===== config.mk =====
export PLATFORM = sky130hd
export DESIGN_NAME = ffba_ctrl
export DESIGN_NICKNAME = d
export VERILOG_FILES = /design/src/rtl/core/ffba_pkg.sv /design/src/rtl/core/ffba_ctrl.sv
export SDC_FILE = /design/constraint.sdc
export NUM_CORES = 1
export LEC_CHECK = 0
export BUFFER_PORTS_ARGS = -buffer_cell sky130_fd_sc_hd__buf_4
export CAP_MARGIN = 20
export CORE_AREA = 2 2 39 41
export CTS_CLUSTER_SIZE = 14
export DETAILED_ROUTE_END_ITERATION = 7
export DIE_AREA = 0 0 41 43
export GPL_ROUTABILITY_DRIVEN = 0
export PLACE_DENSITY_LB_ADDON = 0.05
export SETUP_SLACK_MARGIN = 0.15
export SLEW_MARGIN = 20
export SYNTH_ARGS = -nofsm -noshare
export SYNTH_HDL_FRONTEND = slang
export SYNTH_SLANG_ARGS = --single-unit

===== constraint.sdc =====
create_clock -name i_clk -period 3.71 [get_ports i_clk]
set_input_delay 0.742 -clock i_clk [delete_from_list [all_inputs] [get_ports i_clk]]
set_output_delay 0.742 -clock i_clk [all_outputs]
set_load 0.005 [all_outputs]

===== src/rtl/core/ffba_pkg.sv =====
// ----------------------------------------------------------------------------
// ffba_pkg
// Shared types and constants for the first-fit block allocator.
// ----------------------------------------------------------------------------
package ffba_pkg;

    localparam int OFF_W  = 12;
    localparam int STAT_W = 2;

    localparam logic FUNC_ALLOC = 1'b0;
    localparam logic FUNC_FREE  = 1'b1;

    typedef enum logic [STAT_W-1:0] {
        ST_OK       = 2'd0,
        ST_NO_SPACE = 2'd1,
        ST_INVALID  = 2'd2
    } t_status;

    typedef struct packed {
        logic    init_wr;
        logic    start;
        logic    rd_at;
        logic    latch_cur;
        logic    advance;
        logic    wr_alloc;
        logic    wr_split;
        logic    rd_nx;
        logic    merge_nx;
        logic    wr_at_free;
        logic    wr_prev;
        logic    res_we;
        t_status res_status;
        logic    res_off;
        logic    out_load;
    } t_cmd;

    typedef struct packed {
        logic is_free;
        logic walk_end;
        logic fit;
        logic split;
        logic match;
        logic cur_used;
        logic nx_in;
        logic nx_free;
        logic prev_merge;
        logic out_free;
    } t_sts;

endpackage


===== src/rtl/core/ffba_ctrl.sv =====
// ----------------------------------------------------------------------------
// ffba_ctrl
// Controller: sequences the header walk, split, merge and result hand-off.
// ----------------------------------------------------------------------------
module ffba_ctrl
    import ffba_pkg::*;
(
    input  logic i_clk,
    input  logic i_rst_n,
    input  logic i_s_valid,
    output logic o_s_ready,
    input  t_sts i_sts,
    output t_cmd o_cmd
);

    typedef enum logic [3:0] {
        S_INIT,
        S_IDLE,
        S_READ,
        S_EXAM,
        S_SPLIT,
        S_NX_RD,
        S_NX_CHK,
        S_FREE_WR,
        S_PREV_WR,
        S_DONE
    } t_state;

    t_state r_state;
    t_state n_state;

    always_comb begin
        o_cmd     = '0;
        o_cmd.res_status = ST_OK;
        o_s_ready = 1'b0;
        n_state   = r_state;
        case (r_state)
            S_INIT: begin
                o_cmd.init_wr = 1'b1;
                n_state = S_IDLE;
            end
            S_IDLE: begin
                o_s_ready = 1'b1;
                if (i_s_valid) begin
                    o_cmd.start = 1'b1;
                    n_state = S_READ;
                end
            end
            S_READ: begin
                if (i_sts.walk_end) begin
                    o_cmd.res_we = 1'b1;
                    o_cmd.res_status = i_sts.is_free ? ST_INVALID : ST_NO_SPACE;
                    n_state = S_DONE;
                end else begin
                    o_cmd.rd_at = 1'b1;
                    n_state = S_EXAM;
                end
            end
            S_EXAM: begin
                o_cmd.latch_cur = 1'b1;
                if (!i_sts.is_free) begin
                    if (i_sts.fit) begin
                        o_cmd.wr_alloc = 1'b1;
                        o_cmd.res_we   = 1'b1;
                        o_cmd.res_off  = 1'b1;
                        n_state = i_sts.split ? S_SPLIT : S_DONE;
                    end else begin
                        o_cmd.advance = 1'b1;
                        n_state = S_READ;
                    end
                end else if (i_sts.match) begin
                    if (i_sts.cur_used) begin
                        n_state = S_NX_RD;
                    end else begin
                        o_cmd.res_we = 1'b1;
                        o_cmd.res_status = ST_INVALID;
                        n_state = S_DONE;
                    end
                end else begin
                    o_cmd.advance = 1'b1;
                    n_state = S_READ;
                end
            end
            S_SPLIT: begin
                o_cmd.wr_split = 1'b1;
                n_state = S_DONE;
            end
            S_NX_RD: begin
                if (i_sts.nx_in) begin
                    o_cmd.rd_nx = 1'b1;
                    n_state = S_NX_CHK;
                end else begin
                    n_state = S_FREE_WR;
                end
            end
            S_NX_CHK: begin
                o_cmd.merge_nx = i_sts.nx_free;
                n_state = S_FREE_WR;
            end
            S_FREE_WR: begin
                o_cmd.wr_at_free = 1'b1;
                o_cmd.res_we = 1'b1;
                n_state = i_sts.prev_merge ? S_PREV_WR : S_DONE;
            end
            S_PREV_WR: begin
                o_cmd.wr_prev = 1'b1;
                n_state = S_DONE;
            end
            S_DONE: begin
                if (i_sts.out_free) begin
                    o_cmd.out_load = 1'b1;
                    n_state = S_IDLE;
                end
            end
            default: begin
                n_state = S_IDLE;
            end
        endcase
    end

    always_ff @(posedge i_clk) begin
        if (!i_rst_n) begin
            r_state <= S_INIT;
        end else begin
            r_state <= n_state;
        end
    end

endmodule

==> Flow_metrics.wiki, run 1 <==
{| class="wikitable"
! Metric !! Value
|-
| Net count of the mapped netlist || 77
|-
| Max VDD drop || 0.244 mV
|-
| Critical path capture point type || output pin
|-
| Worst-case clock buffer depth || 2
|-
| Buffers inserted by post-CTS timing repair || 0
|-
| Clock latency reported for the late side of the worst-skew pair || ~0.23 ns
|-
| Top achievable clock speed || 404 MHz
|-
| Synthesized netlist cell count || 64
|-
| Mean Syn Cell Area || roughly 7.3 um2
|-
| CTS clk-pin slew, worst paths || 0.04 ns
|-
| Die outline width || 41 um
|-
| Area of all placed cells without fillers || 692 um2
|-
| Areal power density over the cells || 215 nW/um2
|-
| Vias in the first global route || ~500
|-
| Path category of the worst min-delay check || in2reg
|-
| Post-route core utilization || 0.500
|-
| Routed length on met3 || 110 um
|-
| Routed length per placed instance || 11.7 um
|-
| Setup TNS || 0 ns
|-
| Final setup violating endpoints || 0
|-
| TritonCTS clock tree || yes
|-
| Initial antenna violation count || 0
|-
| Register containing the most flip-flops in the final layout || r_state
|-
| Async S/R FF share, synth || 0
|-
| Area of all sequential standard cells || 80.1 um2
|-
| Hold slack final || 0.751 ns
|-
| Number of cells on the worst hold path || 2
|-
| Relative area change from synthesis to final layout || 48.7%
|-
| Met2 wire length || 566 um
|-
| Arrival time worst endpoint || 1.73 ns
|-
| Setup repair after global routing missed its margin || false
|-
| Hold buffer count at cts || 0
|-
| H-tree level count || 1
|-
| Clock Sink Count || 4
|-
| Crit Path Class || reg2out
|-
| Residual antenna-violating net count after detailed routing || 0
|-
| HPWL after detailed placement || 986 um
|-
| Top library cells by usage in the layout, fill and taps aside || buf_4 (29), nor2_1 (7), a21oi_1 (6), and3_1 (5)
|-
| Effective utilization at floorplan || 0.336
|-
| Part of the power in the clock network || 0.352
|-
| Number of filler instances in the final layout || 153
|-
| Total die area || 1760 um2
|-
| Routed length on met1 || 576 um
|-
| Final WL || approximately 1.3 mm
|-
| Vertical extent of the die || roughly 43 um
|-
| EDFF count, synth || 0
|-
| Tot GR Track Use || 0.165
|-
| Highest routed metal layer || met3
|-
| Relative contribution of sequential cells to total power || 0.357
|-
| Std-Cell Rows || 14
|-
| Net count of the finished layout || between 100 and 150
|-
| Combinational share of power || 0.291
|-
| Status || finished, final reports clean
|-
| Core Area || 1380 um2
|-
| Total of max-cap violations || 0
|-
| Vias post-DR || 546
|-
| Flops & latches, synth || 4
|-
| Yosys warning total || 0
|-
| Skew final || 0.00433 ns
|-
| Placement Cell Area || 669 um2
|-
| Area of combinational cells with multiple inputs || 338 um2
|-
| Worst endpoint required time || 2.97 ns
|-
| Flip-flop count of the largest register, all copies and words added || 4
|-
| Cell type contributing the most total cell area after synthesis || dfxtp_1
|-
| Ratio of final minimum period to clock period || 0.667
|-
| Antenna Diode Count || 0
|-
| Largest registers || r_state (4)
|-
| Fin crit period || 2.47 ns
|-
| Count of cell types in the netlist || 32
|-
| Count of boundary I/O pins || 30
|-
| 1st-iter DRT viols || 15
|-
| Post-CTS Resized || 0
|-
| Net Switching || 41.9 uW
|-
| Slew Limit Fails || 0
|-
| First-pass iteration count of the detailed router || 4
|-
| IO buf count || 29
|-
| Slew at the pin closest to its max-slew limit || 0.453 ns
|-
| Number of hold violations in the final report || 0
|-
| Pin count of the biggest net entering global routing || 14
|-
| Slew margin rel. || 0.698
|-
| Static Leak || 0.000350 uW
|-
| Wire length of the first global-routing pass || 2.05 mm
|-
| Worst Reg2Reg Path Length in Cells || 4
|-
| Clock Tree Root || clkbuf_4
|-
| Drt drc || 0
|-
| Sw Share || 0.282
|-
| Num CTS Buffers || 3
|-
| CP max FO || 13
|-
| Synth Cell Area || 465 um2
|-
| Internal portion of total power || 107 uW
|-
| Via/cell ratio || roughly 5.1
|-
| Most common cell after layout, fill and taps aside || buf_4
|-
| Ratio of cells with drive above 1 in the final layout || 0.396
|-
| Critical path startpoint category || flip-flop
|-
| Leading post-synthesis cells by cell area || dfxtp_1 (17%), and3_1 (6.7%), a21oi_1 (6.5%), nor2_1 (5.6%), nand2b_1 (5.4%)
|-
| Top-area cell type share of the netlist area || 0.172
|-
| Prevailing post-synth register cell || dfxtp_1
|-
| Fraction of the yosys area taken by sequential cells || 0.172
|-
| Total overflow reported by the global router || 0
|}
==> worst max-delay path: stages, from the launching register on <==
cell and delay (ns):
dfxtp_1 0.59, nor2b_1 0.37, nand3_1 0.16, o31a_1 0.14, nor2b_1 0.12, buf_4 0.12
==> area by class of cell <==
cell class	count	share of cell area
timing repair buffer	29	0.315
clock buffer	3	0.0325
tap	16	0.0289
sequential	4	0.116
multi-input combinational	52	0.488
inverter	3	0.0199
==> metrics by stage <==
stage | total power, uW | cells | worst slack [ns]
floorplan | 74.3 | 64 | 1.73
global placement | 97.2 | 104 | 1.50
detailed placement | 97.2 | 104 | 1.49
CTS | 151 | 107 | 1.23
global route | 162 | 107 | 1.03
finish | 148 | 107 | 1.24
==> power by group through the flow <==
stage | clock, uW | sequential, uW | combinational (uW)
floorplan | 0 | 47.3 | 27.1
CTS | 54.3 | 52.9 | 43.7
detailed placement | 0 | 53.6 | 43.5
global route | 59.9 | 53.8 | 48.4
finish | 52.2 | 53.0 | 43.3
global placement | 0 | 53.4 | 43.8
==> cell usage after synthesis, drive strengths merged (2+ instances only) <==
cell type  count
a21oi          6
inv            3
a211oi         2
and3           5
dfxtp          4
nand2b         4
and2b          2
buf            5
nor4           2
nor2b          2
nor3           3
nor2           7
o21ai          2
o21bai         2
nand2          3
==> routing by layer <==
layer / global-route usage / vias up
met3: 0.0628 / 0
li1: - / 290
met5: 0 / -
met4: 0.0200 / 0
met2: 0.241 / 22
met1: 0.232 / 234
==> cell families after synthesis <==
group / after synthesis / share of synthesized area
AND/OR/NAND/NOR: 34 / 0.462
AO/OA/AOI/OAI: 17 / 0.242
buffers and inverters: 8 / 0.102
flip-flops: 4 / 0.172
multiplexers: 1 / 0.0215
==> path summary, 6_finish.rpt <==
kind	slack, ns	end	from
min reg2reg	0.76	r_state[0]	r_state[3]
max	1.24	o_cmd[3]	r_state[1]
min	0.75	r_state[1]	i_rst_n
max reg2reg	2.28	r_state[1]	r_state[2]
(Power assumes the default switching activity.)
==> run 2: changes to the inputs <==
Clock period 3.71 ns to 2.4 ns, I/O delays scaled along.
==> Flow_metrics.wiki, run 2 (synthesized netlist as in run 1, its figures left out) <==
{| class="wikitable"
! Metric !! Value
|-
| Areal power density over the cells || 337 nW/um2
|-
| Dpl cells || 105
|-
| Effective utilization at floorplan || 0.336
|-
| Static Leak || 0.000356 uW
|-
| Arrival time worst endpoint || 1.61 ns
|-
| Most common cell after layout, fill and taps aside || buf_4
|-
| Vias in the first global route || about 490
|-
| Via/cell ratio || between 5 and 6
|-
| Total overflow reported by the global router || 0
|-
| Net count of the finished layout || ~110
|-
| CP max FO || 12
|-
| Total of max-cap violations || 0
|-
| IO buf count || 29
|-
| Hold buffer count at cts || 0
|-
| Status || finished, final reports clean
|-
| Drt drc || 0
|-
| Core Area || 1380 um2
|-
| TritonCTS clock tree || yes
|-
| Hold_sp || i_rst_n
|-
| CP max stage delay || 0.57 ns
|-
| Relative area change from synthesis to final layout || 50.5%
|-
| Ratio of final minimum period to clock period || 0.870
|-
| Slew margin rel. || 0.723
|-
| Vias post-DR || 562
|-
| Clock Sink Count || 4
|-
| Die outline width || about 41 um
|-
| Wire length of the first global-routing pass || approximately 2 mm
|-
| Routed length per placed instance || 11.7 um
|-
| Crit Path Class || reg2out
|-
| Residual antenna-violating net count after detailed routing || 0
|-
| Total die area || 1760 um2
|-
| 1st-iter DRT viols || 8
|-
| H-tree level count || 1
|-
| Setup repair after global routing missed its margin || false
|-
| Post-CTS Resized || 0
|-
| Number of filler instances in the final layout || ~170
|-
| Worst-case clock buffer depth || 2
|-
| Count of boundary I/O pins || 30
|-
| Endpoint of the worst hold path || r_state[1]
|-
| Skew final || 0.00747 ns
|-
| Setup slack, reg-to-reg || 1.00 ns
|-
| Pin count of the biggest net entering global routing || 14
|-
| First-pass iteration count of the detailed router || 4
|-
| Critical path capture point type || output pin
|-
| CTS clk-pin slew, worst paths || 0.04 ns
|-
| Register containing the most flip-flops in the final layout || r_state
|-
| Launch point of the worst reg-to-reg path || r_state[2]
|-
| Flip-flop count of the largest register, all copies and words added || 4
|-
| Post-route core utilization || 0.506
|-
| Antenna Diode Count || 0
|-
| Vertical extent of the die || roughly 43 um
|-
| Top achievable clock speed || 479 MHz
|-
| Worst endpoint required time || 1.92 ns
|-
| Worst Reg2Reg Path Length in Cells || 4
|-
| Capture point of the worst reg-to-reg path || r_state[1]
|-
| HPWL after detailed placement || around 950 um
|-
| Setup TNS || 0 ns
|-
| Largest registers || r_state (4)
|-
| Ratio of cells with drive above 1 in the final layout || 0.413
|-
| Std-Cell Rows || 14
|-
| Final setup violating endpoints || 0
|-
| Buffers inserted by post-CTS timing repair || 0
|-
| Slew Limit Fails || 0
|-
| Final WL || 1.27 mm
|-
| Critical path startpoint category || flip-flop
|-
| Number of cells on the worst hold path || 2
|-
| Num CTS Buffers || 3
|-
| Number of hold violations in the final report || 0
|-
| Non-filler cells, final || 108
|-
| Clock Tree Root || clkbuf_4
|-
| Top library cells by usage in the layout, fill and taps aside || buf_4 (30), nor2_1 (7), a21oi_1 (6), and3_1 (5), nand2b_1 (4)
|-
| Hold slack final || 0.469 ns
|-
| Initial antenna violation count || 0
|-
| Clock latency reported for the late side of the worst-skew pair || 0.24 ns
|-
| Tot GR Track Use || 0.167
|-
| Max VDD drop || 0.312 mV
|-
| Worst path cell trace || nand4bb_1 > o31a_1 > nor2b_1 > buf_4
|-
| Path category of the worst min-delay check || in2reg
|-
| Slew at the pin closest to its max-slew limit || 0.415 ns
|-
| Slowest cell on the critical path || dfxtp_1
|-
| Fin crit period || between 2 and 2.5 ns
|}
[run 2: cell count changes in the layout (fill, tap and decap cells not counted)]
cell and change:
dfxtp_2 +1, buf_4 +1, dfxtp_1 -1
[run 2: power breakdown]
| part | switching [uW] | leakage, uW | internal, uW | total, uW |
|---|---|---|---|---|
| clock network | 30.5 | 0.0000138 | 56.1 | 86.6 |
| logic | 28.3 | 0.000309 | 39.4 | 67.7 |
| registers | 11.5 | 0.0000331 | 70.5 | 81.9 |
[run 2: worst max-delay path, delay by kind of cell (launching register included)]
kind / cells / cell delay (ns)
buffers and inverters: 1 / 0.11
DFF: 1 / 0.57
and+or+nand+nor: 2 / 0.35
AOI/OAI and AO/OA: 1 / 0.34
[run 2: area by class of cell]
| type | count | area [um2] | share of cell area |
|---|---|---|---|
| clock buffers | 3 | 22.5 | 0.0321 |
| well taps | 16 | 20.0 | 0.0286 |
| multi-input cells | 52 | 338 | 0.482 |
| inverters | 3 | 13.8 | 0.0196 |
| repair buffers | 30 | 225 | 0.321 |
| flip-flops and latches | 4 | 81.3 | 0.116 |
[run 2: metrics by stage]
step / instance area, um2 / total power, uW / worst slack, ns
4_1_cts: 699 / 240 / 0.274
2_1_floorplan: 465 / 115 / 0.919
3_5_place_dp: 677 / 150 / 0.540
5_1_grt: 701 / 255 / 0.156
6_report: 701 / 236 / 0.311
3_3_place_gp: 677 / 151 / 0.573
[run 2: metal layers]
metal / track usage / share of wire / vias up
li1: - / - / 289
met1: 0.201 / 0.44 / 247
met2: 0.250 / 0.46 / 24
met3: 0.0471 / 0.092 / 2
met4: 0.100 / 0.013 / 0
met5: 0 / 0 / -
[run 2: worst max-delay path by stage]
stage               start  slack [ns]  depth (start not counted)       end
6_report       r_state[0]        0.31                          4  o_cmd[3]
5_1_grt        r_state[0]        0.16                          4  o_cmd[3]
4_1_cts        r_state[1]        0.27                          4  o_cmd[3]
3_5_place_dp   r_state[1]        0.54                          4  o_cmd[3]
3_3_place_gp   r_state[1]        0.57                          4  o_cmd[3]
2_1_floorplan  r_state[2]        0.92                          3  o_cmd[3]
==> run 3: changes to the inputs <==
Settings changed: ABC_AREA set to 1.
==> Flow_metrics.wiki, run 3 <==
{| class="wikitable"
! Metric !! Value
|-
| Residual antenna-violating net count after detailed routing || 0
|-
| Tot GR Track Use || 0.160
|-
| Clock Sink Count || 4
|-
| Vertical extent of the die || 43 um
|-
| Skew final || between 0.004 and 0.005 ns
|-
| Setup repair after global routing missed its margin || false
|-
| Total die area || 1760 um2
|-
| Ratio of cells with drive above 1 in the final layout || 0.421
|-
| Clock Tree Root || clkbuf_4
|-
| Vias post-DR || 621
|-
| Top achievable clock speed || 514 MHz
|-
| Static Leak || 0.000472 uW
|-
| Areal power density over the cells || just over 700 nW/um2
|-
| Top-area cell type share of the netlist area || 0.150
|-
| Most common cell after layout, fill and taps aside || buf_4
|-
| Synth Cell Area || 533 um2
|-
| First-pass iteration count of the detailed router || 3
|-
| HPWL after detailed placement || 1.12 mm
|-
| 1st-iter DRT viols || 7
|-
| Synth top cells by count || nand2_1 (20), nor2_1 (18), inv_1 (17)
|-
| Register containing the most flip-flops in the final layout || r_state
|-
| Net count of the mapped netlist || 108
|-
| Clock latency reported for the late side of the worst-skew pair || 0.23 ns
|-
| Total overflow reported by the global router || 0
|-
| Largest registers || r_state (4)
|-
| Number of hold violations in the final report || 0
|-
| Die outline width || about 41 um
|-
| Critical path startpoint category || flip-flop
|-
| Prevailing post-synth register cell || dfxtp_1
|-
| Most frequent cell after synthesis || nand2_1
|-
| Routed length per placed instance || 8.87 um
|-
| Synthesized netlist cell count || 95
|-
| Total of max-cap violations || 0
|-
| Worst-case clock buffer depth || 2
|-
| Slew margin rel. || 0.816
|-
| Std-Cell Rows || 14
|-
| Initial antenna violation count || 0
|-
| TritonCTS clock tree || yes
|-
| Slew at the pin closest to its max-slew limit || about 0.28 ns
|-
| CP max FO || 5
|-
| Buffers inserted by post-CTS timing repair || 0
|-
| Path category of the worst min-delay check || in2reg
|-
| Antenna Diode Count || 0
|-
| Ratio of final minimum period to clock period || 0.810
|-
| Flops & latches, synth || 4
|-
| Pin count of the biggest net entering global routing || 7
|-
| Via/cell ratio || around 4.4
|-
| Top library cells by usage in the layout, fill and taps aside || buf_4 (29), nand2_1 (20), nor2_1 (18), inv_1 (17), inv_2 (5)
|-
| Net count of the finished layout || 141
|-
| Arrival time worst endpoint || between 1 and 1.5 ns
|-
| Worst endpoint required time || 1.92 ns
|-
| Count of boundary I/O pins || 30
|-
| H-tree level count || 1
|-
| Hold buffer count at cts || 0
|-
| Yosys warning total || 0
|-
| Slew Limit Fails || 0
|-
| Wire length of the first global-routing pass || 1.97 mm
|-
| Setup TNS || 0 ns
|-
| Relative area change from synthesis to final layout || 47.4%
|-
| Flip-flop count of the largest register, all copies and words added || 4
|-
| Post-CTS Resized || 0
|-
| Cell type contributing the most total cell area after synthesis || dfxtp_1
|-
| Core Area || 1380 um2
|-
| Fraction of the yosys area taken by sequential cells || 0.150
|-
| Final setup violating endpoints || 0
|-
| Num CTS Buffers || 3
|-
| Max VDD drop || 0.535 mV
|-
| Drt drc || 0
|-
| Effective utilization at floorplan || 0.385
|-
| Fin crit period || 1.94 ns
|-
| IO buf count || 29
|-
| EDFF count, synth || 0
|-
| CTS clk-pin slew, worst paths || approximately 0.030 ns
|-
| Status || finished, final reports clean
|-
| Critical path capture point type || output pin
|-
| Mean Syn Cell Area || 5.61 um2
|-
| Final WL || 1.26 mm
|-
| Post-route core utilization || 0.568
|-
| Vias in the first global route || approximately 510
|-
| Leading post-synthesis cells by cell area || dfxtp_1 (15%), nand2_1 (14%), nor2_1 (13%), inv_1 (12%), nor2_4 (8.5%)
|-
| Async S/R FF share, synth || 0
|-
| Crit Path Class || reg2out
|-
| Count of cell types in the netlist || 21
|}
==> run 3: cell types whose count changed in the layout (fill, tap and decap cells not counted), moves of 5 or more <==
cell     before  now
and3_1        5    0
inv_1         2   17
inv_2         0    5
nand2_1       3   20
nor2_1        7   18
==> run 3: area by class of cell <==
type,count,area (um2)
multi-input cells,67,354
flip-flops and latches,4,80.1
repair buffers,29,218
inverters,23,91.3
clock buffers,3,22.5
well taps,16,20.0
fillers,155,598
==> run 3: path summary, 6_finish.rpt <==
kind	start	to	slack, ns	cells past startpoint
setup / recovery	r_state[1]	o_cmd[4]	0.46	6
hold / removal	i_rst_n	r_state[3]	0.45	3
setup reg to reg	r_state[1]	r_state[0]	1.14	9
hold reg to reg	r_state[3]	r_state[0]	0.83	7
==> run 3: power breakdown <==
group          total [uW]  switching, uW  internal (uW)
clock network        81.3           25.5           55.8
registers             124           36.4           87.2
logic                 363            199            163
total                 567            261            306
==> run 3: kinds of logic after synthesis <==
family / share of synthesized area
flops: 0.150
compound gates: 0.0845
simple gates: 0.580
buf+inv: 0.185
==> run 3: metrics by stage <==
step | hold WS (ns) | setup WS [ns] | area [um2] | power [uW] | cells
after detailed placement | 0.689 | 0.661 | 763 | 492 | 139
after global placement | 0.675 | 0.705 | 763 | 489 | 139
after floorplan | 0.578 | 0.954 | 533 | 358 | 95
final | 0.451 | 0.456 | 786 | 567 | 142
after global routing | 0.444 | 0.331 | 786 | 630 | 142
after CTS | 0.447 | 0.451 | 786 | 579 | 142
==> run 3: layer usage <==
metal / global-route usage / vias up / part of all wire / wire [um]
met1: 0.212 / 256 / 0.48 / 605
met4: 0 / 0 / 0 / 0
met5: 0 / - / 0 / 0
li1: - / 346 / - / -
met2: 0.256 / 19 / 0.46 / 577
met3: 0.0628 / 0 / 0.060 / 76
==> run 3: worst max-delay path: stages (launching register included) <==
cell	delay, ns
dfxtp_1	0.47
inv_2	0.06
nor2_2	0.17
nand3_1	0.15
a21boi_1	0.18
o221ai_1	0.08
buf_4	0.14
